[src/hdl/pwdm_pkg.sv]
`timescale 1ns / 1ps
// ----------------------------------------------------------------------------
// Per-thread watchdog monitor package
// Shared types and constants for the watchdog monitor front end, command
// queue and execution engine.
// ----------------------------------------------------------------------------
package pwdm_pkg;

  // Number of thread entries kept by the monitor.
  localparam int THREADS = 8;

  // Width of an entry index inside the engine.
  localparam int IdxW = (THREADS > 1) ? $clog2(THREADS) : 1;

  // Depth of the queue between the front end and the engine.
  localparam int QueueDepth = 2;

  localparam int IdW  = 3;
  localparam int ValW = 24;

  typedef enum logic [1:0] {
    OP_TICK   = 2'd0,
    OP_SETUP  = 2'd1,
    OP_ENABLE = 2'd2,
    OP_RELOAD = 2'd3
  } op_e;

  typedef enum logic {
    KIND_REPORT  = 1'b0,
    KIND_SUMMARY = 1'b1
  } kind_e;

  // Input transaction as seen on the port.
  typedef struct packed {
    logic [1:0]      command;
    logic [IdW-1:0]  thread_id;
    logic [ValW-1:0] timeout_value;
  } in_item_t;

  // Result transaction as seen on the port.
  typedef struct packed {
    logic           kind;
    logic [IdW-1:0] thread_id_out;
    logic           hw_reload;
    logic           last;
  } out_item_t;

  // Classified command carried through the queue.
  typedef struct packed {
    op_e             op;
    logic [IdW-1:0]  id;
    logic [ValW-1:0] value;
  } cmd_t;

  // Queue status seen by the producer and the consumer.
  typedef struct packed {
    logic full;
    logic empty;
  } q_status_t;

endpackage

[src/hdl/per_thread_watchdog_monitor.sv]
`timescale 1ns / 1ps
// ----------------------------------------------------------------------------
// Per-thread watchdog monitor
// Software watchdog that supervises a fixed set of threads and tells, once
// per tick, whether the hardware watchdog may be reloaded.
// ----------------------------------------------------------------------------
// The monitor keeps, for each thread entry, a timeout, a countdown and an
// armed flag, all cleared by reset. Setup, enable and reload transactions
// are executed as they leave the queue; a tick leaves the queue, then
// walks every entry in index order, one entry per cycle unless a report
// waits on a stalled output, and then delivers the summary, which also
// waits while the output stalls. The walk over the shared table read port
// is why a tick holds the engine for the whole walk. A two-entry command
// queue sits between the input and the engine, so input transactions are
// taken while a tick is still being walked, until the queue is full.
// Transactions that have no effect (a thread index beyond the table, or a
// reload of entry zero) are accepted and dropped at the input. Results leave
// through a single output register: one report per expired armed entry, in
// index order, followed by a summary with last set and hw_reload telling
// whether every armed thread checked in.
module per_thread_watchdog_monitor (
  input  logic                clk_i,
  input  logic                rst_ni,
  input  logic                in_valid_i,
  output logic                in_stall_o,
  input  pwdm_pkg::in_item_t  in_data_i,
  output logic                out_valid_o,
  input  logic                out_stall_i,
  output pwdm_pkg::out_item_t out_data_o
);

  // Queue status is shared by the front end (full) and the engine (empty).
  pwdm_pkg::q_status_t q_status;
  pwdm_pkg::cmd_t      push_data;
  pwdm_pkg::cmd_t      head;
  logic                push;
  logic                pop;

  // Front end: decodes each transaction and filters out no-op commands.
  pwdm_front u_front (
    .in_valid_i  (in_valid_i),
    .in_stall_o  (in_stall_o),
    .in_data_i   (in_data_i),
    .q_status_i  (q_status),
    .push_o      (push),
    .push_data_o (push_data)
  );

  // Queue: lets the input keep flowing while the engine walks a tick.
  pwdm_cmd_queue u_queue (
    .clk_i       (clk_i),
    .rst_ni      (rst_ni),
    .push_i      (push),
    .push_data_i (push_data),
    .pop_i       (pop),
    .head_o      (head),
    .status_o    (q_status)
  );

  // Engine: owns the thread tables and produces every result transaction.
  pwdm_engine u_engine (
    .clk_i       (clk_i),
    .rst_ni      (rst_ni),
    .head_i      (head),
    .q_status_i  (q_status),
    .pop_o       (pop),
    .out_valid_o (out_valid_o),
    .out_stall_i (out_stall_i),
    .out_data_o  (out_data_o)
  );

endmodule

[src/hdl/pwdm_cmd_queue.sv]
`timescale 1ns / 1ps
// ----------------------------------------------------------------------------
// Watchdog monitor command queue
// Small FIFO that decouples command classification from command execution.
// ----------------------------------------------------------------------------
module pwdm_cmd_queue (
  input  logic                clk_i,
  input  logic                rst_ni,
  input  logic                push_i,
  input  pwdm_pkg::cmd_t      push_data_i,
  input  logic                pop_i,
  output pwdm_pkg::cmd_t      head_o,
  output pwdm_pkg::q_status_t status_o
);

  localparam int PtrW = (pwdm_pkg::QueueDepth > 1) ? $clog2(pwdm_pkg::QueueDepth) : 1;
  localparam int CntW = $clog2(pwdm_pkg::QueueDepth + 1);

  pwdm_pkg::cmd_t entries_q [pwdm_pkg::QueueDepth];

  logic [PtrW-1:0] wr_ptr_q, wr_ptr_d;
  logic [PtrW-1:0] rd_ptr_q, rd_ptr_d;
  logic [CntW-1:0] count_q, count_d;
  logic            do_push, do_pop;

  always_comb begin
    status_o.full  = (count_q == CntW'(pwdm_pkg::QueueDepth));
    status_o.empty = (count_q == '0);
    do_push = push_i && !status_o.full;
    do_pop  = pop_i && !status_o.empty;

    wr_ptr_d = wr_ptr_q;
    rd_ptr_d = rd_ptr_q;
    count_d  = count_q;
    if (do_push) begin
      wr_ptr_d = (wr_ptr_q == PtrW'(pwdm_pkg::QueueDepth - 1)) ? '0 : wr_ptr_q + 1'b1;
    end
    if (do_pop) begin
      rd_ptr_d = (rd_ptr_q == PtrW'(pwdm_pkg::QueueDepth - 1)) ? '0 : rd_ptr_q + 1'b1;
    end
    if (do_push && !do_pop) begin
      count_d = count_q + 1'b1;
    end else if (do_pop && !do_push) begin
      count_d = count_q - 1'b1;
    end
  end

  assign head_o = entries_q[rd_ptr_q];

  always_ff @(posedge clk_i) begin
    if (do_push) begin
      entries_q[wr_ptr_q] <= push_data_i;
    end
  end

  always_ff @(posedge clk_i or negedge rst_ni) begin
    if (!rst_ni) begin
      wr_ptr_q <= '0;
      rd_ptr_q <= '0;
      count_q  <= '0;
    end else begin
      wr_ptr_q <= wr_ptr_d;
      rd_ptr_q <= rd_ptr_d;
      count_q  <= count_d;
    end
  end

  // The fill level never goes beyond the queue depth.
  a_count_bound: assert property (@(posedge clk_i) disable iff (!rst_ni)
    count_q <= CntW'(pwdm_pkg::QueueDepth))
    else $error("command queue overfilled");

endmodule

[src/hdl/pwdm_front.sv]
`timescale 1ns / 1ps
// ----------------------------------------------------------------------------
// Watchdog monitor front end
// Accepts input transactions, decodes the command and drops those that
// cannot change any state, then pushes the rest into the command queue.
// ----------------------------------------------------------------------------
module pwdm_front (
  input  logic                in_valid_i,
  output logic                in_stall_o,
  input  pwdm_pkg::in_item_t  in_data_i,
  input  pwdm_pkg::q_status_t q_status_i,
  output logic                push_o,
  output pwdm_pkg::cmd_t      push_data_o
);

  pwdm_pkg::op_e op;
  logic          id_in_range;
  logic          keep;

  always_comb begin
    op          = pwdm_pkg::op_e'(in_data_i.command);
    id_in_range = ({29'd0, in_data_i.thread_id} < 32'(pwdm_pkg::THREADS));

    // Commands to a missing entry, and reloads of entry zero, have no effect.
    unique case (op)
      pwdm_pkg::OP_TICK:   keep = 1'b1;
      pwdm_pkg::OP_RELOAD: keep = id_in_range && (in_data_i.thread_id != '0);
      default:             keep = id_in_range;
    endcase

    in_stall_o        = q_status_i.full;
    push_o            = in_valid_i && !q_status_i.full && keep;
    push_data_o.op    = op;
    push_data_o.id    = in_data_i.thread_id;
    push_data_o.value = in_data_i.timeout_value;
  end

endmodule

[src/hdl/pwdm_engine.sv]
`timescale 1ns / 1ps
// ----------------------------------------------------------------------------
// Watchdog monitor execution engine
// Holds the per-thread tables, executes queued commands and, on a tick,
// walks the entries, one per cycle when not stalled, into a result register.
// ----------------------------------------------------------------------------
module pwdm_engine (
  input  logic                 clk_i,
  input  logic                 rst_ni,
  input  pwdm_pkg::cmd_t       head_i,
  input  pwdm_pkg::q_status_t  q_status_i,
  output logic                 pop_o,
  output logic                 out_valid_o,
  input  logic                 out_stall_i,
  output pwdm_pkg::out_item_t  out_data_o
);

  localparam int IdxW = pwdm_pkg::IdxW;
  localparam int ValW = pwdm_pkg::ValW;
  localparam int IdW  = pwdm_pkg::IdW;

  typedef enum logic [2:0] {
    ST_IDLE = 3'b001,
    ST_WALK = 3'b010,
    ST_SUM  = 3'b100
  } state_e;

  state_e state_q, state_d;

  logic [ValW-1:0] limit_q     [pwdm_pkg::THREADS];
  logic [ValW-1:0] remaining_q [pwdm_pkg::THREADS];
  logic [pwdm_pkg::THREADS-1:0] armed_q;

  logic [IdxW-1:0] idx_q, idx_d;
  logic            all_in_q, all_in_d;

  logic                out_valid_q, out_valid_d;
  pwdm_pkg::out_item_t out_q, out_d;
  logic                out_load, out_ready;

  logic [IdxW-1:0] cur_idx;
  logic [ValW-1:0] lim_rd, rem_rd, rem_dec;
  logic            expired;

  logic            lim_we, rem_we, arm_we;
  logic [ValW-1:0] lim_wdata, rem_wdata;

  always_comb begin
    out_ready = !out_valid_q || !out_stall_i;
    cur_idx   = (state_q == ST_WALK) ? idx_q : IdxW'(head_i.id);
    lim_rd    = limit_q[cur_idx];
    rem_rd    = remaining_q[cur_idx];
    rem_dec   = (rem_rd != '0) ? rem_rd - 1'b1 : rem_rd;
    expired   = armed_q[cur_idx] && ((rem_dec == '0) || (rem_dec > lim_rd));

    state_d   = state_q;
    idx_d     = idx_q;
    all_in_d  = all_in_q;
    pop_o     = 1'b0;
    lim_we    = 1'b0;
    rem_we    = 1'b0;
    arm_we    = 1'b0;
    lim_wdata = head_i.value;
    rem_wdata = head_i.value;
    out_load  = 1'b0;
    out_d     = out_q;

    unique case (state_q)
      ST_IDLE: begin
        if (!q_status_i.empty) begin
          pop_o = 1'b1;
          unique case (head_i.op)
            pwdm_pkg::OP_TICK: begin
              idx_d    = '0;
              all_in_d = 1'b1;
              state_d  = ST_WALK;
            end
            pwdm_pkg::OP_SETUP: begin
              lim_we = 1'b1;
              rem_we = 1'b1;
            end
            pwdm_pkg::OP_ENABLE: begin
              arm_we = 1'b1;
            end
            pwdm_pkg::OP_RELOAD: begin
              rem_we    = armed_q[cur_idx];
              rem_wdata = lim_rd;
            end
            default: begin
            end
          endcase
        end
      end
      ST_WALK: begin
        // An expired entry needs the result stage; otherwise move on at once.
        if (!expired || out_ready) begin
          rem_we    = armed_q[cur_idx];
          rem_wdata = rem_dec;
          if (expired) begin
            out_load            = 1'b1;
            out_d.kind          = pwdm_pkg::KIND_REPORT;
            out_d.thread_id_out = IdW'(idx_q);
            out_d.hw_reload     = 1'b0;
            out_d.last          = 1'b0;
            all_in_d            = 1'b0;
          end
          if (idx_q == IdxW'(pwdm_pkg::THREADS - 1)) begin
            state_d = ST_SUM;
          end else begin
            idx_d = idx_q + 1'b1;
          end
        end
      end
      ST_SUM: begin
        if (out_ready) begin
          out_load            = 1'b1;
          out_d.kind          = pwdm_pkg::KIND_SUMMARY;
          out_d.thread_id_out = '0;
          out_d.hw_reload     = all_in_q;
          out_d.last          = 1'b1;
          state_d             = ST_IDLE;
        end
      end
      default: begin
        state_d = ST_IDLE;
      end
    endcase

    if (out_load) begin
      out_valid_d = 1'b1;
    end else if (!out_stall_i) begin
      out_valid_d = 1'b0;
    end else begin
      out_valid_d = out_valid_q;
    end
  end

  always_ff @(posedge clk_i or negedge rst_ni) begin
    if (!rst_ni) begin
      state_q     <= ST_IDLE;
      idx_q       <= '0;
      all_in_q    <= 1'b1;
      out_valid_q <= 1'b0;
      armed_q     <= '0;
      for (int i = 0; i < pwdm_pkg::THREADS; i++) begin
        limit_q[i]     <= '0;
        remaining_q[i] <= '0;
      end
    end else begin
      state_q     <= state_d;
      idx_q       <= idx_d;
      all_in_q    <= all_in_d;
      out_valid_q <= out_valid_d;
      if (lim_we) begin
        limit_q[cur_idx] <= lim_wdata;
      end
      if (rem_we) begin
        remaining_q[cur_idx] <= rem_wdata;
      end
      if (arm_we) begin
        armed_q[cur_idx] <= 1'b1;
      end
    end
  end

  always_ff @(posedge clk_i) begin
    if (out_load) begin
      out_q <= out_d;
    end
  end

  assign out_valid_o = out_valid_q;
  assign out_data_o  = out_q;

  // Reports and the summary differ in their kind and last flags; a report never sets hw_reload.
  a_result_shape: assert property (@(posedge clk_i) disable iff (!rst_ni)
    out_valid_q |-> (out_q.kind == out_q.last) && (out_q.kind || !out_q.hw_reload))
    else $error("malformed watchdog result");

  // The walk index never leaves the entry range.
  a_idx_range: assert property (@(posedge clk_i) disable iff (!rst_ni)
    (state_q == ST_WALK) |-> ({{(32-IdxW){1'b0}}, idx_q} < 32'(pwdm_pkg::THREADS)))
    else $error("walk index out of range");

  // A delivered summary returns the engine to idle.
  a_sum_to_idle: assert property (@(posedge clk_i) disable iff (!rst_ni)
    (state_q == ST_SUM) && out_ready |=> (state_q == ST_IDLE) && out_valid_q && out_q.last)
    else $error("summary did not close the tick");

  // Commands are only taken from the queue while idle.
  a_pop_idle: assert property (@(posedge clk_i) disable iff (!rst_ni)
    pop_o |-> (state_q == ST_IDLE) && !q_status_i.empty)
    else $error("queue popped outside idle");

endmodule
[config.mk]
export PLATFORM = sky130hd
export DESIGN_NAME = per_thread_watchdog_monitor
export DESIGN_NICKNAME = d
export VERILOG_FILES = /design/src/hdl/pwdm_pkg.sv /design/src/hdl/per_thread_watchdog_monitor.sv /design/src/hdl/pwdm_cmd_queue.sv /design/src/hdl/pwdm_front.sv /design/src/hdl/pwdm_engine.sv
export SDC_FILE = /design/constraint.sdc
export NUM_CORES = 1
export LEC_CHECK = 0
export BUFFER_PORTS_ARGS = -buffer_cell sky130_fd_sc_hd__buf_2
export CORE_ASPECT_RATIO = 2
export CORE_MARGIN = 2
export CORE_UTILIZATION = 30
export CTS_CLUSTER_SIZE = 14
export DETAILED_ROUTE_END_ITERATION = 16
export HOLD_SLACK_MARGIN = 0.12
export PLACE_DENSITY = 0.48
export REMOVE_ABC_BUFFERS = 1
export SLEW_MARGIN = 20
export SYNTH_ARGS = -nofsm -noshare
export SYNTH_HDL_FRONTEND = slang
export SYNTH_SLANG_ARGS = --single-unit
[constraint.sdc]
create_clock -name clk_i -period 6.85 [get_ports clk_i]
set_clock_uncertainty 0.15 [all_clocks]
set_input_delay 1.37 -clock clk_i [delete_from_list [all_inputs] [get_ports clk_i]]
set_output_delay 1.37 -clock clk_i [all_outputs]
set_load 0.05 [all_outputs]
==> results of run 1 <==
metal layers:
layer	vias to the layer above	global-route usage	wire length [um]
met3	164	0.0156	1970
met1	8789	0.203	26500
met5	-	0	0
li1	8026	-	-
met4	0	0.0902	3610
met2	393	0.380	41300
sequential cells by signal, indices dropped and copies added, names as in the netlist:
name,cells
u_engine.out_valid_o,1
u_queue.wr_ptr_q,1
u_engine.all_in_q,1
u_queue.entries_q,58
u_engine.state_q,3
u_engine.armed_q,8
u_queue.count_q,2
u_engine.remaining_q,192
u_engine.out_data_o,5
u_queue.rd_ptr_q,1
u_engine.idx_q,3
u_engine.limit_q,192
repair_timing:
item / CTS / global route
setup endpoints to repair: 31 / 201
resized for setup: 1 / 16
pin swaps: 1 / 1
buffers inserted: 2 / 1
cloned: 0 / 0
metrics by stage:
step / area, um2 / std cells
floorplan: 21800 / 1975
global placement: 25400 / 3248
detailed placement: 25400 / 3248
CTS: 26900 / 3325
global route: 27000 / 3326
finish: 27000 / 3326
final timing paths:
| kind | from | depth (start not counted) | end |
|---|---|---|---|
| max reg2reg | u_engine.idx_q[0] | 21 | u_engine.out_data_o[1] |
| min reg2reg | u_engine.armed_q[0] | 1 | u_engine.armed_q[0] |
| max | u_engine.idx_q[0] | 21 | u_engine.out_data_o[1] |
| max in group asynchronous | rst_ni | 2 | u_queue.rd_ptr_q |
| min | u_engine.armed_q[0] | 1 | u_engine.armed_q[0] |
| min in group asynchronous | rst_ni | 1 | u_engine.remaining_q[162] |
where the power goes:
part | total [W] | internal (W) | leakage (nW) | switching (W)
registers | 0.00441 | 0.00385 | 5.79 | 0.000558
logic | 0.00985 | 0.00407 | 5.07 | 0.00577
clock network | 0.00250 | 0.00144 | 0.711 | 0.00106
total | 0.0168 | 0.00937 | 11.6 | 0.00739
placed cells by master, fill, tap and decap left out, types with 13 or more instances in the layout:
cell	count
a31o_2	16
buf_4	202
mux2_2	141
a222oi_1	25
ha_1	29
a211oi_1	15
nand3_1	34
edfxtp_1	63
o22ai_1	20
nand2_1	275
a21oi_1	218
o21ai_0	137
buf_2	39
nand4_1	15
buf_12	25
a22o_1	19
a22oi_1	17
o21ai_1	16
mux2i_1	76
a31oi_1	13
nor2_1	167
dfrtp_1	401
mux2_1	34
clkbuf_8	16
clkbuf_16	43
layout make-up:
cell class | instances | area (um2) | area share
well taps | 1008 | 1260 | 0.0468
inverters | 12 | 45.0 | 0.00167
clock inverters | 6 | 109 | 0.00404
clock buffers | 69 | 1330 | 0.0495
repair buffers | 268 | 2240 | 0.0830
multi-input cells | 1496 | 9970 | 0.370
flip-flops and latches | 467 | 12000 | 0.445
worst max-delay path, cell delays in order, from the launching register on:
cell	delay, ps
dfrtp_1	390
or4b_4	590
a21boi_4	180
buf_12	170
nand2_1	170
a21oi_1	190
nor4_4	340
nand4_1	240
or4_4	610
buf_4	180
a221o_1	450
nand3b_4	200
a2111oi_2	470
buf_4	190
or4b_4	480
o21ai_4	170
buf_12	210
buf_4	150
buf_4	110
a31oi_1	110
buf_4	180
nor2_2	250
cell families (layout without fill, tap and decap cells):
| kind of cell | count (synthesis) | in the layout | share of synthesized area |
|---|---|---|---|
| AOI/OAI and AO/OA | 603 | 603 | 0.167 |
| xor gates and xnor gates | 21 | 21 | 0.00814 |
| adders and majority gates | 29 | 29 | 0.0161 |
| buffers and inverters | 175 | 355 | 0.0347 |
| DFF | 467 | 467 | 0.531 |
| muxes | 257 | 257 | 0.125 |
| and+or+nand+nor | 586 | 586 | 0.118 |
==> summary.txt, run 1 <==
Routing
  • Router iterations before antenna repair: 6
  • Residual DRC: 0
  • Drt first-iter violations: 1166
  • Antenna-violating nets left: 0
  • Routed wire length: 73400 um
  • Post-DR wirelength/cell: 22.1 um
  • Vias per Instance: 5.22
  • Via count: 17400

Placed design
  • Hpwl dp: 53400 um
  • Worst slack, placed: -181 ps
  • Port Buffers: 40
  • Placer Congestion: 0.882

Timing
  • Fin. Hold Viols: 0
  • Worst hold-check slack: 311 ps
  • Fin. max-slew vios: 0
  • Slew @ Worst Pin: 1150 ps
  • Tmin final: 6540 ps
  • Fin Setup TNS: 0 ps
  • Upper clock frequency limit: 153 MHz
  • Final period util: 0.954
  • Final-report setup violation count: 0
  • Setup WS post-layout: 312 ps
  • RSZ-0062 raised after global routing: no
  • Relative slew slack: 0.229

Critical path
  • Critical Path AT: 6620 ps
  • Setup crit end kind: flip-flop
  • Crit Path Max Fanout: 34
  • CP required: 6930 ps
  • CP Class: reg2reg
  • Reg2Reg Setup Slack: 310 ps
  • CP startpoint kind: flip-flop

Layout
  • Layout area overhead: 19.4%
  • Final net count: 2350
  • Fill count: 7503
  • Final Util: 0.360
  • Share of cells above drive strength 1: 0.239
  • Ant diodes: 0

Synth
  • EDFF count, synth: 63
  • Synthesis Warnings: 0
  • Post-Syn Instances: 2138
  • Share of the synthesized area in the top cell type: 0.445
  • Ys async rst share: 0.865
  • Synth Area per Inst: 10.6 um2
  • Dominant cell by count in the synthesized netlist: dfrtp_1
  • Top_reg_cell synth: dfrtp_1
  • Post-Syn Area: 22600 um2
  • Synth unique cells: 84
  • Yosys reg bits: 467
  • Sequential area share after synthesis: 0.531
  • Leading area contributor after synthesis: dfrtp_1
  • Synth top area cells: dfrtp_1 (45%), edfxtp_1 (8.4%), mux2_2 (7.0%)
  • Most frequent cells after synthesis: dfrtp_1 (402), nand2_1 (276), a21oi_1 (219)

Clocking
  • CTS sink count: 467
  • Clk buf depth: 3
  • CTS Buf Count: 43
  • TritonCTS clock tree: done
  • H-tree level count: 2
  • Clock Latency Late Sink: 570 ps
  • CTS Hold Bufs: 0
  • CTS clock-pin slew for the worst setup and hold paths: 70 ps
  • Root buf cell: clkbuf_16

Die
  • Die width: 198 um
  • Core Region: 74800 um2
  • Std cell rows: 142
  • Die H: 392 um
  • I/O pins: 41
  • Die area: 77600 um2
  • Initial Util: 0.302

Worst hold path
  • Worst Hold Class: reg2reg

Power and ir drop
  • Design Power: 0.0168 W
  • Pwr Density: 621 nW/um2
  • Worst VDD drop: 462 uV
  • Static Leak: 11.6 nW

Run status
  • Status: finished clean

GRT
  • Largest net degree at the start of global routing: 157
  • First-pass GRT wire length: 113000 um
  • Gr usage total: 0.193
  • Vias in the first global route: 18200
  • Grt ovf: 0
  • Initial antenna violation count: 1

Job
  • Max_cap viols: 0
(Power assumes the default switching activity.)
==> run 2: changes to the inputs <==
--- a/config.mk
+++ b/config.mk
@@ -5,14 +5,15 @@
 export SDC_FILE = /design/constraint.sdc
 export NUM_CORES = 1
 export LEC_CHECK = 0
+export ABC_AREA = 1
 export BUFFER_PORTS_ARGS = -buffer_cell sky130_fd_sc_hd__buf_2
 export CORE_ASPECT_RATIO = 2
 export CORE_MARGIN = 2
-export CORE_UTILIZATION = 30
+export CORE_UTILIZATION = 35
 export CTS_CLUSTER_SIZE = 14
 export DETAILED_ROUTE_END_ITERATION = 16
 export HOLD_SLACK_MARGIN = 0.12
-export PLACE_DENSITY = 0.48
+export PLACE_DENSITY = 0.53
 export REMOVE_ABC_BUFFERS = 1
 export SLEW_MARGIN = 20
 export SYNTH_ARGS = -nofsm -noshare
==> summary.txt, run 2 <==
GRT
  • Grt ovf: 0
  • Vias in the first global route: 21400
  • Gr usage total: 0.237
  • Largest net degree at the start of global routing: 119
  • Initial antenna violation count: 0
  • First-pass GRT wire length: 128000 um

Routing
  • Routed wire length: 82700 um
  • Post-DR wirelength/cell: 20.7 um
  • Router iterations before antenna repair: 5
  • Vias per Instance: 5.22
  • Antenna-violating nets left: 0
  • Via count: 20900
  • Residual DRC: 0
  • Drt first-iter violations: 1729

Synth
  • Synth unique cells: 47
  • Share of the synthesized area in the top cell type: 0.420
  • Sequential area share after synthesis: 0.501
  • Largest family of logic cells by synthesized area: simple AND/OR/NAND/NOR gates
  • Synthesis Warnings: 0
  • Most frequent cells after synthesis: nand2_1 (1122), dfrtp_1 (402), inv_1 (321)
  • Yosys reg bits: 467
  • Mux cell area share after synthesis: 0
  • Top_reg_cell synth: dfrtp_1
  • Leading area contributor after synthesis: dfrtp_1
  • Post-synthesis simple-gate area fraction: 0.291
  • Synth Area in Compound Gates: 0.104
  • Post-Synth Adder-Cell Area: 0.0151
  • Post-Syn Area: 24000 um2
  • Synth top area cells: dfrtp_1 (42%), nand2_1 (18%), edfxtp_1 (7.9%)
  • Synth Area per Inst: 7.80 um2
  • Ys async rst share: 0.865
  • Dominant cell by count in the synthesized netlist: nand2_1
  • Post-Syn Instances: 3072
  • Post-Synth XOR/XNOR Area: 0.00292
  • EDFF count, synth: 63

Clocking
  • CTS Buf Count: 45
  • Root buf cell: clkbuf_16
  • CTS Hold Bufs: 0
  • H-tree level count: 2
  • TritonCTS clock tree: done
  • CTS clock-pin slew for the worst setup and hold paths: 70 ps
  • Post_cts resized: 0
  • Clk buf depth: 3
  • Clock Latency Late Sink: 580 ps
  • CTS sink count: 467
  • # Post-CTS Setup Buffers: 0

Critical path
  • Crit-path slowest cell: dfstp_2
  • Reg2Reg Setup Slack: 600 ps
  • Critical Path AT: 6550 ps
  • CP required: 7150 ps
  • CP Class: reg2reg
  • Crit path largest cell delay: 570 ps
  • Cell mode on critical path: nand2_1
  • Setup crit end kind: flip-flop
  • CP delay by family, top: simple AND/OR/NAND/NOR gates
  • Buf/Inv on CP: 3
  • Crit Path Max Fanout: 52
  • CP startpoint kind: flip-flop

Timing
  • Relative slew slack: 0.275
  • Final-report setup violation count: 0
  • Slew @ Worst Pin: 1080 ps
  • Upper clock frequency limit: 160 MHz
  • RSZ-0062 raised after global routing: no
  • Final period util: 0.913
  • Fin Setup TNS: 0 ps
  • Tmin final: 6250 ps
  • Fin. max-slew vios: 0
  • Fin. Hold Viols: 0

Placed design
  • Post-DP Area: 25400 um2
  • Hpwl dp: 56700 um
  • Port Buffers: 40
  • Placer Congestion: 0.936

Layout
  • Fill count: 6823
  • Ant diodes: 0
  • Layout area overhead: 12.1%
  • Biggest regs: u_engine.limit_q: 192 flops, u_engine.remaining_q: 192 flops, u_queue.entries_q: 58 flops
  • Commonest cells after routing, fill and taps aside: nand2_1 (1121), dfrtp_1 (402), inv_1 (321)
  • Final net count: 3139
  • Share of cells above drive strength 1: 0.0866
  • Design area: 26900 um2
  • Most common cell after layout, fill and taps aside: nand2_1

Die
  • Std cell rows: 135
  • I/O pins: 41
  • Die area: 70700 um2
  • Die H: 374 um
  • Initial Util: 0.354
  • Core Region: 67700 um2
  • Die width: 189 um

Run status
  • Status: finished clean

Worst hold path
  • Worst Hold Class: reg2reg

Job
  • Max_cap viols: 0
-- run 2: cell types whose count changed after synthesis, sizes merged, moves of 28 or more --
cell and change:
clkbuf -28, nand3 +165, nand2 +861, nand4 +31
a21oi -141, o22ai +37, mux2 -179, mux2i -78
o21ai +51, inv +316, nand3b +49
-- run 2: worst register-to-register path, delay by kind of cell (launching register included) --
family          cells  cell delay, ps
compound gates      5            1050
fa+ha+maj           2             590
buf+inv             3             430
flops               1             570
simple gates       19            3340
-- run 2: cell families (layout without fill, tap and decap cells) --
family	Yosys count	in the layout
simple gates	1642	1642
buf+inv	496	532
flops	467	467
compound gates	430	430
fa+ha+maj	29	29
xor+xnor	8	8
-- run 2: final timing paths --
| check | from | end | cells past startpoint |
|---|---|---|---|
| setup / recovery | u_engine.state_q[0] | u_engine.remaining_q[109] | 29 |
| hold / removal | u_engine.armed_q[4] | u_engine.armed_q[4] | 2 |
| setup reg to reg | u_engine.state_q[0] | u_engine.remaining_q[109] | 29 |
| hold reg to reg | u_engine.armed_q[4] | u_engine.armed_q[4] | 2 |
| max in group asynchronous | rst_ni | u_engine.remaining_q[14] | 2 |
| min in group asynchronous | rst_ni | u_engine.limit_q[128] | 1 |
-- run 2: metrics by stage --
stage          std cells  setup slack (ps)  hold WS [ps]  utilization
3_3_place_gp        3917               570           294        0.374
3_5_place_dp        3920               507           300        0.375
2_1_floorplan       2916             -1520           277            -
6_report            3998               597           321        0.397
5_1_grt             3998               118           332        0.397
4_1_cts             3998               485           315        0.396
-- run 2: cell type report --
cell class	instances	area (um2)	share of cell area
flip-flops and latches	467	12000	0.447
repair buffers	114	988	0.0368
clock buffers	64	1280	0.0477
well taps	890	1110	0.0415
multi-input cells	2109	10000	0.373
clock inverters	14	178	0.00661
inverters	340	1280	0.0475
-- run 2: routing by layer --
metal	wire, um	share of wire	track usage	up-vias
met5	0	0	0	-
met4	4450	0.054	0.119	0
met3	3730	0.045	0.0245	222
met2	44400	0.54	0.448	653
met1	30100	0.36	0.258	10200
li1	-	-	-	9841
Power of run 2 is not shown: default switching activity piles up to over one toggle a cycle in this logic, so the estimate is an artifact.
